--- src/rtl/core/rpm_to_timer_compare_top_macros.svh ---
// Assertion macros shared by the rpm-to-timer-compare RTL.
`ifndef RPM_TO_TIMER_COMPARE_TOP_MACROS_SVH
`define RPM_TO_TIMER_COMPARE_TOP_MACROS_SVH

// Same-cycle implication, sampled on clk_i and disabled while rst_ni is low.
`define RTC_ASSERT_IMP(label, ante, cons) \
  label: assert property (@(posedge clk_i) disable iff (!rst_ni) (ante) |-> (cons)) \
    else $error("implication check failed");

// Next-cycle implication, sampled on clk_i and disabled while rst_ni is low.
`define RTC_ASSERT_NXT(label, ante, cons) \
  label: assert property (@(posedge clk_i) disable iff (!rst_ni) (ante) |=> (cons)) \
    else $error("next-cycle check failed");

`endif

--- src/rtl/core/rtc_pkg.sv ---
// Shared types and constants of the rpm-to-timer-compare block.
package rtc_pkg;

  // Field widths.
  localparam int RpmW     = 16;
  localparam int ScaleW   = 16;
  localparam int DenomW   = RpmW + ScaleW;
  localparam int NumerW   = 35;
  localparam int CompareW = 16;
  localparam int CodeW    = 3;

  // Tick rate times the Q4.12 unit: 8000000 * 4096.
  localparam logic [NumerW-1:0] NUMER = 35'd32768000000;

  // Requests below this speed are raised to it.
  localparam logic [RpmW-1:0] RPM_MIN = 16'd10;

  // Reset value of the scale register (1.0 in Q4.12).
  localparam logic [ScaleW-1:0] SCALE_RESET = 16'd4096;

  // Period thresholds for the prescaler choice.
  localparam logic [NumerW-1:0] LIMIT_DIV1024 = 35'd16777216;
  localparam logic [NumerW-1:0] LIMIT_DIV256  = 35'd4194304;
  localparam logic [NumerW-1:0] LIMIT_DIV64   = 35'd524288;
  localparam logic [NumerW-1:0] LIMIT_DIV8    = 35'd65536;

  // Prescaler codes.
  localparam logic [CodeW-1:0] PSC_DIV1    = 3'd0;
  localparam logic [CodeW-1:0] PSC_DIV8    = 3'd1;
  localparam logic [CodeW-1:0] PSC_DIV64   = 3'd2;
  localparam logic [CodeW-1:0] PSC_DIV256  = 3'd3;
  localparam logic [CodeW-1:0] PSC_DIV1024 = 3'd4;

  localparam logic [CompareW-1:0] COMPARE_MAX = 16'hFFFF;

  // Register map: word index of the scale register.
  localparam logic REG_RPM_SCALE = 1'b0;

  // Depth of the job queue between front and back.
  localparam int QueueDepth = 2;

  // One classified job handed from the front to the back.
  typedef struct packed {
    logic [DenomW-1:0] denom;
  } rtc_job_t;

  // One finished result.
  typedef struct packed {
    logic [CompareW-1:0] compare_value;
    logic [CodeW-1:0]    prescaler_code;
    logic                saturated;
  } rtc_result_t;

endpackage

--- src/rtl/core/rpm_to_timer_compare_top.sv ---
// Top level of the rpm-to-timer-compare block with its register port.
//
// Converts a requested speed into a timer compare value and a prescaler code.
// The rpm (raised to at least 10) is multiplied by the Q4.12 scale register,
// and 8000000*4096 is divided by that product in a restoring divider that
// yields one quotient bit per cycle. Once all 35 quotient bits are in, the
// prescaler is picked and, when the result register is free, the result is
// loaded; the divider can start the next queued job in the same cycle as that
// load. A two-entry job queue lets new requests be taken while the divider is
// busy and while a finished result waits to be popped. The scale register
// sits at byte address 0, resets to 4096 (1.0) and should be written only
// while the block is idle.
module rpm_to_timer_compare_top
  import rtc_pkg::*;
(
  input  logic                clk_i,
  input  logic                rst_ni,
  input  logic                psel,
  input  logic                penable,
  input  logic                pwrite,
  input  logic [1:0]          paddr,
  input  logic [31:0]         pwdata,
  output logic [31:0]         prdata,
  output logic                pready,
  input  logic                push,
  output logic                full,
  input  logic [RpmW-1:0]     rpm_i,
  output logic                empty,
  input  logic                pop,
  output logic [CompareW-1:0] compare_value_o,
  output logic [CodeW-1:0]    prescaler_code_o,
  output logic                saturated_o
);

  logic [ScaleW-1:0] scale_q;
  logic              cfg_write;
  logic              front_valid;
  rtc_job_t          front_job;
  logic              queue_full;
  rtc_job_t          queue_job;
  logic              queue_empty;
  logic              queue_pop;

  // Configuration register: written in the access phase of a write transfer.
  assign pready    = 1'b1;
  assign cfg_write = psel & penable & pwrite & pready & (paddr[1] == REG_RPM_SCALE);
  assign prdata    = (paddr[1] == REG_RPM_SCALE) ? {16'b0, scale_q} : 32'b0;

  always_ff @(posedge clk_i or negedge rst_ni) begin
    if (!rst_ni) begin
      scale_q <= SCALE_RESET;
    end else if (cfg_write) begin
      scale_q <= pwdata[ScaleW-1:0];
    end
  end

  rtc_front u_front (
    .clk_i       (clk_i),
    .rst_ni      (rst_ni),
    .push_i      (push),
    .full_o      (full),
    .rpm_i       (rpm_i),
    .scale_i     (scale_q),
    .job_valid_o (front_valid),
    .job_ready_i (~queue_full),
    .job_o       (front_job)
  );

  rtc_queue u_queue (
    .clk_i   (clk_i),
    .rst_ni  (rst_ni),
    .push_i  (front_valid),
    .data_i  (front_job),
    .full_o  (queue_full),
    .pop_i   (queue_pop),
    .data_o  (queue_job),
    .empty_o (queue_empty)
  );

  rtc_back u_back (
    .clk_i            (clk_i),
    .rst_ni           (rst_ni),
    .job_empty_i      (queue_empty),
    .job_i            (queue_job),
    .job_pop_o        (queue_pop),
    .empty_o          (empty),
    .pop_i            (pop),
    .compare_value_o  (compare_value_o),
    .prescaler_code_o (prescaler_code_o),
    .saturated_o      (saturated_o)
  );

endmodule

--- src/rtl/core/rtc_front.sv ---
// Front part: accepts speed requests, clamps them and forms the divisor.
module rtc_front
  import rtc_pkg::*;
(
  input  logic              clk_i,
  input  logic              rst_ni,
  input  logic              push_i,
  output logic              full_o,
  input  logic [RpmW-1:0]   rpm_i,
  input  logic [ScaleW-1:0] scale_i,
  output logic              job_valid_o,
  input  logic              job_ready_i,
  output rtc_job_t          job_o
);

  logic              valid_q, valid_d;
  rtc_job_t          job_q;
  logic [RpmW-1:0]   rpm_clamped;
  logic              accept;
  logic              drain;

  // The stage holds a job until the queue takes it.
  assign drain  = valid_q & job_ready_i;
  assign full_o = valid_q & ~job_ready_i;
  assign accept = push_i & ~full_o;

  // Clamp the request to the minimum speed.
  assign rpm_clamped = (rpm_i < RPM_MIN) ? RPM_MIN : rpm_i;

  always_comb begin
    valid_d = valid_q;
    if (accept) begin
      valid_d = 1'b1;
    end else if (drain) begin
      valid_d = 1'b0;
    end
  end

  // Control state.
  always_ff @(posedge clk_i or negedge rst_ni) begin
    if (!rst_ni) begin
      valid_q <= 1'b0;
    end else begin
      valid_q <= valid_d;
    end
  end

  // Divisor is scale times clamped rpm; a zero scale gives a zero divisor.
  always_ff @(posedge clk_i) begin
    if (accept) begin
      job_q.denom <= DenomW'(rpm_clamped) * DenomW'(scale_i);
    end
  end

  assign job_valid_o = valid_q;
  assign job_o       = job_q;

endmodule

--- src/rtl/core/rtc_queue.sv ---
// Short job queue that decouples the front from the divider.
module rtc_queue
  import rtc_pkg::*;
(
  input  logic     clk_i,
  input  logic     rst_ni,
  input  logic     push_i,
  input  rtc_job_t data_i,
  output logic     full_o,
  input  logic     pop_i,
  output rtc_job_t data_o,
  output logic     empty_o
);

  `include "rpm_to_timer_compare_top_macros.svh"

  localparam int PtrW = (QueueDepth > 1) ? $clog2(QueueDepth) : 1;
  localparam int CntW = $clog2(QueueDepth + 1);
  localparam logic [CntW-1:0] CntFull = CntW'(QueueDepth);
  localparam logic [PtrW-1:0] PtrLast = PtrW'(QueueDepth - 1);

  rtc_job_t        mem_q [QueueDepth];
  logic [PtrW-1:0] wr_ptr_q, wr_ptr_d;
  logic [PtrW-1:0] rd_ptr_q, rd_ptr_d;
  logic [CntW-1:0] count_q, count_d;
  logic            do_push;
  logic            do_pop;

  assign full_o  = (count_q == CntFull);
  assign empty_o = (count_q == '0);
  assign do_push = push_i & ~full_o;
  assign do_pop  = pop_i & ~empty_o;
  assign data_o  = mem_q[rd_ptr_q];

  // Pointer and fill-level update.
  always_comb begin
    wr_ptr_d = wr_ptr_q;
    rd_ptr_d = rd_ptr_q;
    count_d  = count_q;
    if (do_push) begin
      wr_ptr_d = (wr_ptr_q == PtrLast) ? '0 : wr_ptr_q + 1'b1;
    end
    if (do_pop) begin
      rd_ptr_d = (rd_ptr_q == PtrLast) ? '0 : rd_ptr_q + 1'b1;
    end
    if (do_push && !do_pop) begin
      count_d = count_q + 1'b1;
    end else if (do_pop && !do_push) begin
      count_d = count_q - 1'b1;
    end
  end

  always_ff @(posedge clk_i or negedge rst_ni) begin
    if (!rst_ni) begin
      wr_ptr_q <= '0;
      rd_ptr_q <= '0;
      count_q  <= '0;
    end else begin
      wr_ptr_q <= wr_ptr_d;
      rd_ptr_q <= rd_ptr_d;
      count_q  <= count_d;
    end
  end

  // Storage.
  always_ff @(posedge clk_i) begin
    if (do_push) begin
      mem_q[wr_ptr_q] <= data_i;
    end
  end

  // The fill level never passes the depth.
  `RTC_ASSERT_IMP(a_queue_level, 1'b1, count_q <= CntFull)

endmodule

--- src/rtl/core/rtc_back.sv ---
// Back part: restoring divider, prescaler choice and result register.
module rtc_back
  import rtc_pkg::*;
(
  input  logic                clk_i,
  input  logic                rst_ni,
  input  logic                job_empty_i,
  input  rtc_job_t            job_i,
  output logic                job_pop_o,
  output logic                empty_o,
  input  logic                pop_i,
  output logic [CompareW-1:0] compare_value_o,
  output logic [CodeW-1:0]    prescaler_code_o,
  output logic                saturated_o
);

  `include "rpm_to_timer_compare_top_macros.svh"

  localparam logic [1:0] ST_IDLE = 2'd0;
  localparam logic [1:0] ST_RUN  = 2'd1;
  localparam logic [1:0] ST_FIN  = 2'd2;

  localparam int CntW = $clog2(NumerW);
  localparam logic [CntW-1:0] CntLast = CntW'(NumerW - 1);

  logic [1:0]          state_q, state_d;
  logic [CntW-1:0]     cnt_q, cnt_d;
  logic [DenomW-1:0]   denom_q, denom_d;
  logic [DenomW-1:0]   rem_q, rem_d;
  logic [NumerW-1:0]   quo_q, quo_d;
  logic                out_valid_q, out_valid_d;
  rtc_result_t         out_q;
  rtc_result_t         result;
  logic [DenomW:0]     rem_sh;
  logic [DenomW:0]     rem_sub;
  logic                fits;
  logic                out_free;
  logic                start;
  logic                load_out;
  logic [NumerW-1:0]   shifted;

  // One quotient bit per cycle: the numerator shifts out of the quotient
  // register into the remainder while quotient bits shift in. A zero divisor
  // gives all ones, which ends up as the saturated divide-by-1024 result.
  assign rem_sh  = {rem_q, quo_q[NumerW-1]};
  assign rem_sub = rem_sh - {1'b0, denom_q};
  assign fits    = (rem_sh >= {1'b0, denom_q});

  // Prescaler choice and shift of the finished period.
  always_comb begin
    priority if (quo_q >= LIMIT_DIV1024) begin
      result.prescaler_code = PSC_DIV1024;
      shifted               = quo_q >> 10;
    end else if (quo_q >= LIMIT_DIV256) begin
      result.prescaler_code = PSC_DIV256;
      shifted               = quo_q >> 8;
    end else if (quo_q >= LIMIT_DIV64) begin
      result.prescaler_code = PSC_DIV64;
      shifted               = quo_q >> 6;
    end else if (quo_q >= LIMIT_DIV8) begin
      result.prescaler_code = PSC_DIV8;
      shifted               = quo_q >> 3;
    end else begin
      result.prescaler_code = PSC_DIV1;
      shifted               = quo_q;
    end
    result.saturated     = |shifted[NumerW-1:CompareW];
    result.compare_value = result.saturated ? COMPARE_MAX : shifted[CompareW-1:0];
  end

  assign out_free = ~out_valid_q | pop_i;
  assign load_out = (state_q == ST_FIN) & out_free;
  assign start    = ~job_empty_i & ((state_q == ST_IDLE) | load_out);
  assign job_pop_o = start;

  // Sequencer and datapath next state.
  always_comb begin
    state_d = state_q;
    cnt_d   = cnt_q;
    denom_d = denom_q;
    rem_d   = rem_q;
    quo_d   = quo_q;
    unique case (state_q)
      ST_IDLE: begin
        if (start) begin
          state_d = ST_RUN;
        end
      end
      ST_RUN: begin
        rem_d = fits ? rem_sub[DenomW-1:0] : rem_sh[DenomW-1:0];
        quo_d = {quo_q[NumerW-2:0], fits};
        if (cnt_q == CntLast) begin
          state_d = ST_FIN;
        end else begin
          cnt_d = cnt_q + 1'b1;
        end
      end
      ST_FIN: begin
        if (load_out) begin
          state_d = start ? ST_RUN : ST_IDLE;
        end
      end
      default: begin
        state_d = ST_IDLE;
      end
    endcase
    if (start) begin
      cnt_d   = '0;
      denom_d = job_i.denom;
      rem_d   = '0;
      quo_d   = NUMER;
    end
  end

  // Result register handshake.
  always_comb begin
    out_valid_d = out_valid_q;
    if (load_out) begin
      out_valid_d = 1'b1;
    end else if (pop_i) begin
      out_valid_d = 1'b0;
    end
  end

  always_ff @(posedge clk_i or negedge rst_ni) begin
    if (!rst_ni) begin
      state_q     <= ST_IDLE;
      cnt_q       <= '0;
      out_valid_q <= 1'b0;
    end else begin
      state_q     <= state_d;
      cnt_q       <= cnt_d;
      out_valid_q <= out_valid_d;
    end
  end

  // Datapath and result registers.
  always_ff @(posedge clk_i) begin
    denom_q <= denom_d;
    rem_q   <= rem_d;
    quo_q   <= quo_d;
    if (load_out) begin
      out_q <= result;
    end
  end

  assign empty_o          = ~out_valid_q;
  assign compare_value_o  = out_q.compare_value;
  assign prescaler_code_o = out_q.prescaler_code;
  assign saturated_o      = out_q.saturated;

  // The partial remainder stays below a nonzero divisor.
  `RTC_ASSERT_IMP(a_rem_below_denom, (state_q == ST_RUN) && (denom_q != '0), rem_q < denom_q)
  // A saturated result always carries the largest compare value.
  `RTC_ASSERT_IMP(a_sat_max, out_valid_q && out_q.saturated, out_q.compare_value == COMPARE_MAX)
  // A job leaves the queue only when the divider can take it.
  `RTC_ASSERT_NXT(a_start_runs, start, (state_q == ST_RUN) && (cnt_q == '0))

endmodule

--- config.mk ---
export PLATFORM = sky130hd
export DESIGN_NAME = rpm_to_timer_compare_top
export DESIGN_NICKNAME = d
export VERILOG_FILES = /design/src/rtl/core/rtc_pkg.sv /design/src/rtl/core/rpm_to_timer_compare_top.sv /design/src/rtl/core/rtc_front.sv /design/src/rtl/core/rtc_queue.sv /design/src/rtl/core/rtc_back.sv
export VERILOG_INCLUDE_DIRS = /design/src /design/src/rtl/core
export SDC_FILE = /design/constraint.sdc
export NUM_CORES = 1
export LEC_CHECK = 0
export BUFFER_PORTS_ARGS = -buffer_cell sky130_fd_sc_hd__buf_2
export CORE_ASPECT_RATIO = 1.25
export CORE_UTILIZATION = 65
export CTS_CLUSTER_SIZE = 28
export DETAILED_ROUTE_END_ITERATION = 7
export PLACE_DENSITY = 0.84
export SYNTH_ARGS = -nofsm -noshare
export SYNTH_HDL_FRONTEND = slang
export SYNTH_SLANG_ARGS = --single-unit
export TNS_END_PERCENT = 10
--- constraint.sdc ---
create_clock -name clk_i -period 14.6 [get_ports clk_i]
set_input_delay 0.73 -clock clk_i [delete_from_list [all_inputs] [get_ports clk_i]]
set_output_delay 0.73 -clock clk_i [all_outputs]
set_load 0.01 [all_outputs]
* Word level (Yosys, flattened, before mapping)
Memories as Yosys holds them, arrays and structs flattened. A register that Yosys moved wholly into a read port is not among the register bits.
Index checks and enable logic that the tools add are counted.
** Storage, ports and cells
- Bits in registers :: 149
- Bits in writable memories :: 64
- Input bits :: 57
- Output and inout port bits :: 55
- Logic and storage cells :: 93
- Memories :: 1
** Operators by class
- Add/sub/neg operators :: 6
- Multipliers :: 1
- Order comparisons :: 6
- Equal/unequal tests :: 8
- Multiplexer cells :: 28
- Bitwise gates (word level) :: 16
- Reductions and logical operators :: 13
** Memory list
- u_queue.mem_q :: depth 2, width 32, read ports 1, clocked after Yosys merged registers in 1, wr ports 1, line rtc_queue.sv:22 : rtc_job_t mem_q [QueueDepth];
** Operator list (count)
- $mux W35 :: 4
- $ge A35 B17 Y1 const B :: 1
- $ge A35 B20 Y1 const B :: 1
- $ge A35 B23 Y1 const B :: 1
- $ge A35 B25 Y1 const B :: 1
- $ge A33 B32 Y1 :: 1
- $mul A16 B16 Y32 :: 1
- $mux W16 :: 2
- $mux W32 :: 1
- $sub A32 B32 Y32 :: 1
- $reduce_or A19 Y1 :: 1
- $mux W6 :: 3
- $lt A16 B4 Y1 const B :: 1
- $mux W1 :: 10
- $mux W2 :: 5
- $and A1 B1 Y1 :: 9
- $ne A2 B1 Y1 const B :: 4
- $reduce_bool A2 Y1 :: 4
- $add A6 B1 Y6 const B :: 1
- $eq A6 B6 Y1 const B :: 1
- $mux W3 :: 2
- $pmux W2 S3 :: 1
- $not A1 Y1 :: 5
- $eq A2 B2 Y1 const B :: 2
- 10 further kinds :: 15

* Depth between registers and ports, before layout
Gate-level depths: netlist of the first run.
- Word-level depth :: 9
- Depth in mapped cells :: 28
- Mapped depth without buffers :: 27

* Cells and area by module
Synthesis of the first run repeated with hierarchy kept, for this count alone.
** Unflattened totals
- Cells, all modules :: 2039
- Area total of the unflattened synthesis :: 20231.9 sq um
** By module, submodules not included
- rtc_front :: times used 1, cells each 1041, area an instance 9669.3 sq um, sequential area each 985.9 sq um
- rtc_back :: times used 1, cells each 808, area an instance 6999.2 sq um, sequential area each 3128.0 sq um
- rtc_queue :: times used 1, cells each 119, area an instance 2658.8 sq um, sequential area each 2021.9 sq um
- rpm_to_timer_compare_top :: times used 1, cells each 71, area an instance 904.6 sq um, sequential area each 401.6 sq um

* Least setup slack after synthesis of the first run
Ideal clock, no wire load.
- Kind :: input -> register
- Start :: input port rpm_i[4]
- End :: register u_front.job_q, in the netlist u_front.job_o[30] (data pin)
- Setup time :: 262 ps
- Arrival :: 6908 ps
- Required time :: 14338 ps
- Path slack :: 7429 ps
- Stages :: 25
- Path buffers :: 1
- Path through :: nor4_1 -> nand4_1 -> nand2b_1 -> clkbuf_1 -> nand2_1 -> fa_1 -> fa_1 -> inv_1 -> fa_1 -> fa_1 -> fa_1 -> inv_1 -> fa_1 -> inv_1 -> ha_1 -> a21o_1 -> a21o_1 -> a21oi_1 -> o21ai_0 -> a221oi_1 -> nand2_1 -> a31o_2 -> a211oi_1 -> o21bai_1 -> xor2_1
** Between the ends
- Longest elaborated chain between the ends :: 3
** Ends and longest elaborated chain
- start: declaration :: line rpm_to_timer_compare_top.sv:27 : input logic [RpmW-1:0] rpm_i,
- $lt A16 B4 Y1 :: line rtc_front.sv:28 : assign rpm_clamped = (rpm_i < RPM_MIN) ? RPM_MIN : rpm_i;
- $mux W16 * :: line rtc_front.sv:28
- $mul A16 B16 Y32 * :: line rtc_front.sv:51 : job_q.denom <= DenomW'(rpm_clamped) * DenomW'(scale_i);
- end: declaration :: line rtc_front.sv:17 : rtc_job_t job_q;
Mark *: on every way between the ends. The rest lies on a longest branch, timed or not.
A chain may end at the register's enable or synchronous reset.

* Worst setup path after layout of the first run
- Start :: input port rpm_i[6]
- End :: register u_front.job_q, in the netlist u_front.job_o[31] (data pin)
The elaborated chain is that of the path after synthesis.

==> impl_metrics.toml, run 1 <==
[timing]
skew_ns = 0.0191
period_share_pct = 55.2
finalHoldViolCount = 0
fmax_mhz = 124
tns_ns = 0
fin_crit_ns = 8.06
drv_slew = 0
slew_headroom_pct = 30.9
setup_viol = 0
grt_setup_unrepaired = "false"
tightest_slew_ns = 1.03

[placed_design]
hpwlAfterDp_um = 30700
portBuffers = 77
placedCellCount = 2411
place.gp.congestion = 0.914

[finish]
fin_util_pct = 70.9
fill_cells = 2078
layout-drive-gt1-share_pct = 9.97
antenna_cells = 0
layout.cells.non_filler = 2457
syn_to_final_growth_pct = 7.08
nets = 2428

[clock_network]
ctsHtreeMaxLevel = 1
clock_path_buffers = 3
clk_pin_slew_worst_paths_ns = 0.06
cts_tree = "built"
ctsHoldBuffers = 0
ctsResizeCount = 0
cts_root_buffer = "clkbuf_16"
cts_sinks = 245
clk_latency_ns = 0.56
post-cts-setup-buffers = 0
numCtsBuffers = 25

[floorplanning]
dieArea_sq_um = 31400
fp.dieW_um = 159
rows = 71
start_util_pct = 66.2
die_h_um = 198
ios = 112
core_sq_um = 30100

[route]
antenna_left = 0
drt_pre_antenna_iters = 6
drc = 0
avgRoutedWirePerCell_um = 17.2
drtIter0Drc = 976
via_per_inst = 5.80
vias = 14261
wirelength_um = 42200

[grt]
grt_max_degree = 84
antenna_found_initial = 0
grt_util_all_layers_pct = 28.3
globalRouteOverflowTotal = 0
first_global_vias = 14756
grt_pass1_wl_um = 70100

[synthesis]
synth-edff-count = 148
synth-xor-area-share_pct = 2.90
ys_seq_area_share_pct = 32.8
synth_top_family_by_area = "adder cells"
postSynthAreaPerCell_sq_um = 9.88
yosysTopAreaCell = "edfxtp_1"
synthMuxAreaShare_pct = 3.11
yosys.area_share.simple_pct = 14.4
synth_ff_type = "edfxtp_1"
synth.distinct_cells = 70
ys_async_sr_fraction_pct = 12.2
synth_top_area_share_pct = 22.3
synth_cells = 2018
synth_compound_area_share_pct = 10.8
ys_ff_latch = 245
netlist_area_sq_um = 19900
yosys_warnings = 0
synth_area_leaders = "edfxtp_1, fa_1, ha_1"
synth_adder_area_share_pct = 28.3

[worst_setup_path]
reg2reg_depth = 23
cp_max_fo = 21
crit_top_cell = "fa_1"
path_class = "in -> reg"
max_stage_delay_ns = 0.54
rr_startpoint = "scale_q[9]"
required_ns = 14.90
r2r_end = "u_front.job_o[31]"
startpoint_type = "input port"
end_kind = "register"
ff2ff_setup_slack_ns = 7.61
arrival_ns = 8.36
cp_slowest_cell = "nand2b_1"

[outcome]
outcome = "complete, no violations"

[hold_path]
min_path_type = "in -> async"

[run]
drv_cap = 0
cell usage after synthesis, types with 8 or more instances:
master,number
o21bai_1,13
mux2i_1,8
xor2_1,27
nor2b_1,26
xnor2_1,39
inv_1,271
nand2_1,269
mux2_2,48
and2_1,114
nor3_1,10
o21ai_0,50
clkbuf_1,84
buf_4,17
o21ai_1,13
and3_1,25
a21o_1,29
nand2b_1,17
dfxtp_1,67
nand4_1,8
a21oi_1,153
o31a_1,13
dfrtp_1,29
o21a_1,11
nor2_1,64
fa_1,195
nand3_1,29
o211ai_1,17
edfxtp_1,148
ha_1,139
area by class of cell:
| type | count | area, sq um | share of cell area (%) |
|---|---|---|---|
| clock buffers | 30 | 664 | 3.11 |
| clock inverters | 16 | 194 | 0.909 |
| inverters | 272 | 1020 | 4.78 |
| multi-input cells | 1403 | 11900 | 55.9 |
| flip-flops and latches | 245 | 6540 | 30.6 |
| well taps | 401 | 502 | 2.35 |
| repair buffers | 90 | 483 | 2.26 |
flip-flops by register name, indices dropped and copies added, names as in the netlist, 3 cells and up:
register	count
u_back.denom_q	32
u_back.cnt_q	6
u_queue.mem_q	64
u_front.job_o	32
u_back.rem_q	32
u_back.prescaler_code_o	3
scale_q	16
u_back.compare_value_o	16
u_back.quo_q	35
cells by family (layout without fill, tap and decap cells):
| family | count (synthesis) | after routing |
|---|---|---|
| simple gates | 586 | 586 |
| buf+inv | 385 | 408 |
| compound gates | 344 | 344 |
| fa+ha+maj | 334 | 334 |
| flops | 245 | 245 |
| xor+xnor | 66 | 66 |
| mux | 56 | 56 |
| other cells | 2 | 17 |
routing by layer:
layer	part of all wire, %	GRT usage [%]	vias up
met1	38	32.3	6988
met5	0	0	-
met4	4.1	13.5	0
li1	-	-	6638
met2	52	51.6	504
met3	5.6	4.09	131
critical path: cells and delay by family:
kind / cells / cell delay, ns
XOR/XNOR: 1 / 0.12
AO/OA/AOI/OAI: 5 / 1.11
AND/OR/NAND/NOR: 8 / 2.13
buffers and inverters: 5 / 0.69
adder cells (fa/ha/maj): 7 / 3.53
worst max-delay path by stage:
| stage | to | slack [ns] | start |
|---|---|---|---|
| 6_report | u_front.job_o[31] | 6.54 | rpm_i[6] |
| 5_1_grt | u_front.job_o[31] | 6.16 | rpm_i[8] |
| 4_1_cts | u_front.job_o[31] | 6.65 | rpm_i[6] |
| 3_5_place_dp | u_front.job_o[31] | 6.08 | rpm_i[6] |
| 3_3_place_gp | u_front.job_o[31] | 6.22 | rpm_i[6] |
| 2_1_floorplan | u_front.job_o[30] | 7.43 | rpm_i[4] |
placed cells by master (no fill, tap or decap), types with 16 or more instances in the layout:
cell       count
and3_1        25
a21oi_1      153
conb_1        17
edfxtp_1     148
dfrtp_1       29
mux2_2        48
ha_1         139
buf_2         77
dfxtp_1       67
fa_1         195
nand3_1       29
xnor2_1       39
nor2_1        63
nand2_1      269
a21o_1        29
and2_1       114
inv_1        271
xor2_1        27
o21ai_0       50
o211ai_1      17
clkbuf_16     25
nor2b_1       25
nand2b_1      16
stage by stage:
stage / area [sq um] / worst slack (ns) / hold slack, ns
3_5_place_dp: 20500 / 6.08 / 0.430
5_1_grt: 21300 / 6.16 / 0.333
2_1_floorplan: 20000 / 7.43 / 0.421
4_1_cts: 21300 / 6.65 / 0.283
3_3_place_gp: 20500 / 6.22 / 0.423
6_report: 21300 / 6.54 / 0.265
Power of run 1 is not shown: default switching activity piles up to over one toggle a cycle in this logic, so the estimate is an artifact.
==> inputs of run 2 (changes only) <==
CORE_UTILIZATION = 63   (was 65)
PLACE_DENSITY = 0.82   (was 0.84)
clock period = 8.44 ns   (was 14.6 ns; I/O delays follow)
==> run 2 against run 1 <==
  * The flow now finishes with violations (negative hold slack)
  * Largest cell class unchanged
  * Worst setup slack worse by 5.3 ns
  * Utilization is 1.9 points lower
  * Wire length is 1.7% lower
  * Clock skew is 0.0028 ns higher
  * Die area is 3.1% higher
  * Sequential share of layout area hardly changed
  * Critical endpoint unchanged
  * First-iteration DRC count is 12% lower
  * Flip-flop and latch count stayed put
  * Critical path type unchanged
  * Critical path depth stayed put
  * Via count is 0.79% lower
  * Clock-buffer cell count stayed put
==> impl_metrics.toml, run 2 (same netlist as run 1, synthesis figures left out) <==
[outcome]
outcome = "finished with violations"
violations = "negative hold slack"

[clock_network]
clk_latency_ns = 0.55
post-cts-setup-buffers = 0
clk_pin_slew_worst_paths_ns = 0.06
ctsHoldBuffers = 0
cts_root_buffer = "clkbuf_16"
clock_path_buffers = 3
numCtsBuffers = 26
cts_sinks = 245
cts_tree = "built"
ctsResizeCount = 0
ctsHtreeMaxLevel = 1

[finish]
final_common_cell = "inv_1"
layout.cells.non_filler = 2469
antenna_cells = 0
biggestRegsByFlops = "u_queue.mem_q: 64 flops, u_back.quo_q: 35 flops"
layout-drive-gt1-share_pct = 9.99
largest-register = "u_queue.mem_q"
nets = 2433
syn_to_final_growth_pct = 7.16
final_cell_mix = "inv_1, nand2_1, fa_1"
fill_cells = 2258
largest_reg_flops = 64

[grt]
grt_pass1_wl_um = 69900
globalRouteOverflowTotal = 0
antenna_found_initial = 0
grt_max_degree = 80
grt_util_all_layers_pct = 26.6
first_global_vias = 14821

[route]
drt_pre_antenna_iters = 6
drtIter0Drc = 863
antenna_left = 0
drc = 0
wirelength_um = 41500
vias = 14149
avgRoutedWirePerCell_um = 16.8
via_per_inst = 5.73

[timing]
hold-worst-slack_ns = -0.0206
finalHoldViolCount = 20
tns_ns = 0
slew_headroom_pct = 30.9
drv_slew = 0
grt_setup_unrepaired = "false"
fmax_mhz = 138
setup_viol = 0
tightest_slew_ns = 1.03
skew_ns = 0.0220
period_share_pct = 85.7
fin_crit_ns = 7.23

[worst_setup_path]
critPathBufInv = 5
crit_top_cell = "fa_1"
cp_slowest_cell = "fa_1"
required_ns = 8.73
startpoint_type = "input port"
crit_family = "adder cells"
cp_max_fo = 17
arrival_ns = 7.52
max_stage_delay_ns = 0.55
path_class = "in -> reg"
end_kind = "register"

[floorplanning]
core_sq_um = 31000
ios = 112
rows = 72
start_util_pct = 64.3
dieArea_sq_um = 32400
die_h_um = 201
fp.dieW_um = 161

[placed_design]
place.gp.congestion = 0.937
hpwlAfterDp_um = 30800
placedCellCount = 2421
portBuffers = 77

[hold_path]
min_path_type = "in -> async"

[run]
drv_cap = 0
run 2: final timing paths:
path                                   startpoint                   end  slack (ns)  depth (start not counted)
max in group asynchronous                  rst_ni           scale_q[14]        7.88                          1
worst max register to register         scale_q[9]     u_front.job_o[31]        1.51                         23
worst max-delay path                    rpm_i[12]     u_front.job_o[31]        1.21                         26
min in group clk_i                           push   u_front.job_valid_o        0.08                          2
worst min-delay path                       rst_ni    u_back.out_valid_q       -0.02                          1
worst min register to register  u_front.job_o[11]  u_queue.mem_q[1][11]        0.44                          0
run 2: per-stage QoR:
stage	worst slack (ns)	hold slack [ns]	util, %	cell area, sq um
2_1_floorplan	1.58	0.126	-	20000
3_3_place_gp	0.784	0.423	66.2	20500
3_5_place_dp	0.714	0.433	66.2	20500
4_1_cts	1.25	0.0239	68.9	21400
5_1_grt	0.767	0.0275	68.9	21400
6_report	1.21	-0.0206	68.9	21400
run 2: worst reg2reg max path: stages, from the launching register on:
cell	delay, ns
dfrtp_1	0.77
nand2_1	0.17
fa_1	0.56
inv_1	0.05
fa_1	0.50
inv_1	0.05
fa_1	0.47
inv_1	0.06
fa_1	0.50
fa_1	0.54
inv_1	0.05
fa_1	0.53
inv_1	0.04
ha_1	0.35
a21oi_1	0.19
o21ai_0	0.15
a221oi_1	0.42
a31oi_1	0.20
nor4_1	0.34
o31ai_1	0.18
a21o_1	0.20
a21oi_1	0.15
o21ba_2	0.15
xnor2_1	0.05
run 2: final cells by class:
cell class	count	area [sq um]	area share, %
Clock inverter	18	171	0.803
Clock buffer	30	666	3.12
Inverter	272	1020	4.78
Tap cell	407	509	2.38
Sequential cell	245	6540	30.6
Timing Repair Buffer	94	513	2.40
Multi-Input combinational cell	1403	11900	55.9
run 2: layer usage:
metal | vias to the layer above | wire (um) | track usage [%]
met5 | - | 0 | 0
met4 | 0 | 1220 | 9.91
met3 | 107 | 2130 | 2.75
met2 | 440 | 21900 | 48.3
met1 | 6939 | 16300 | 32.3
li1 | 6663 | - | -
Power of run 2 is left out for the same reason.
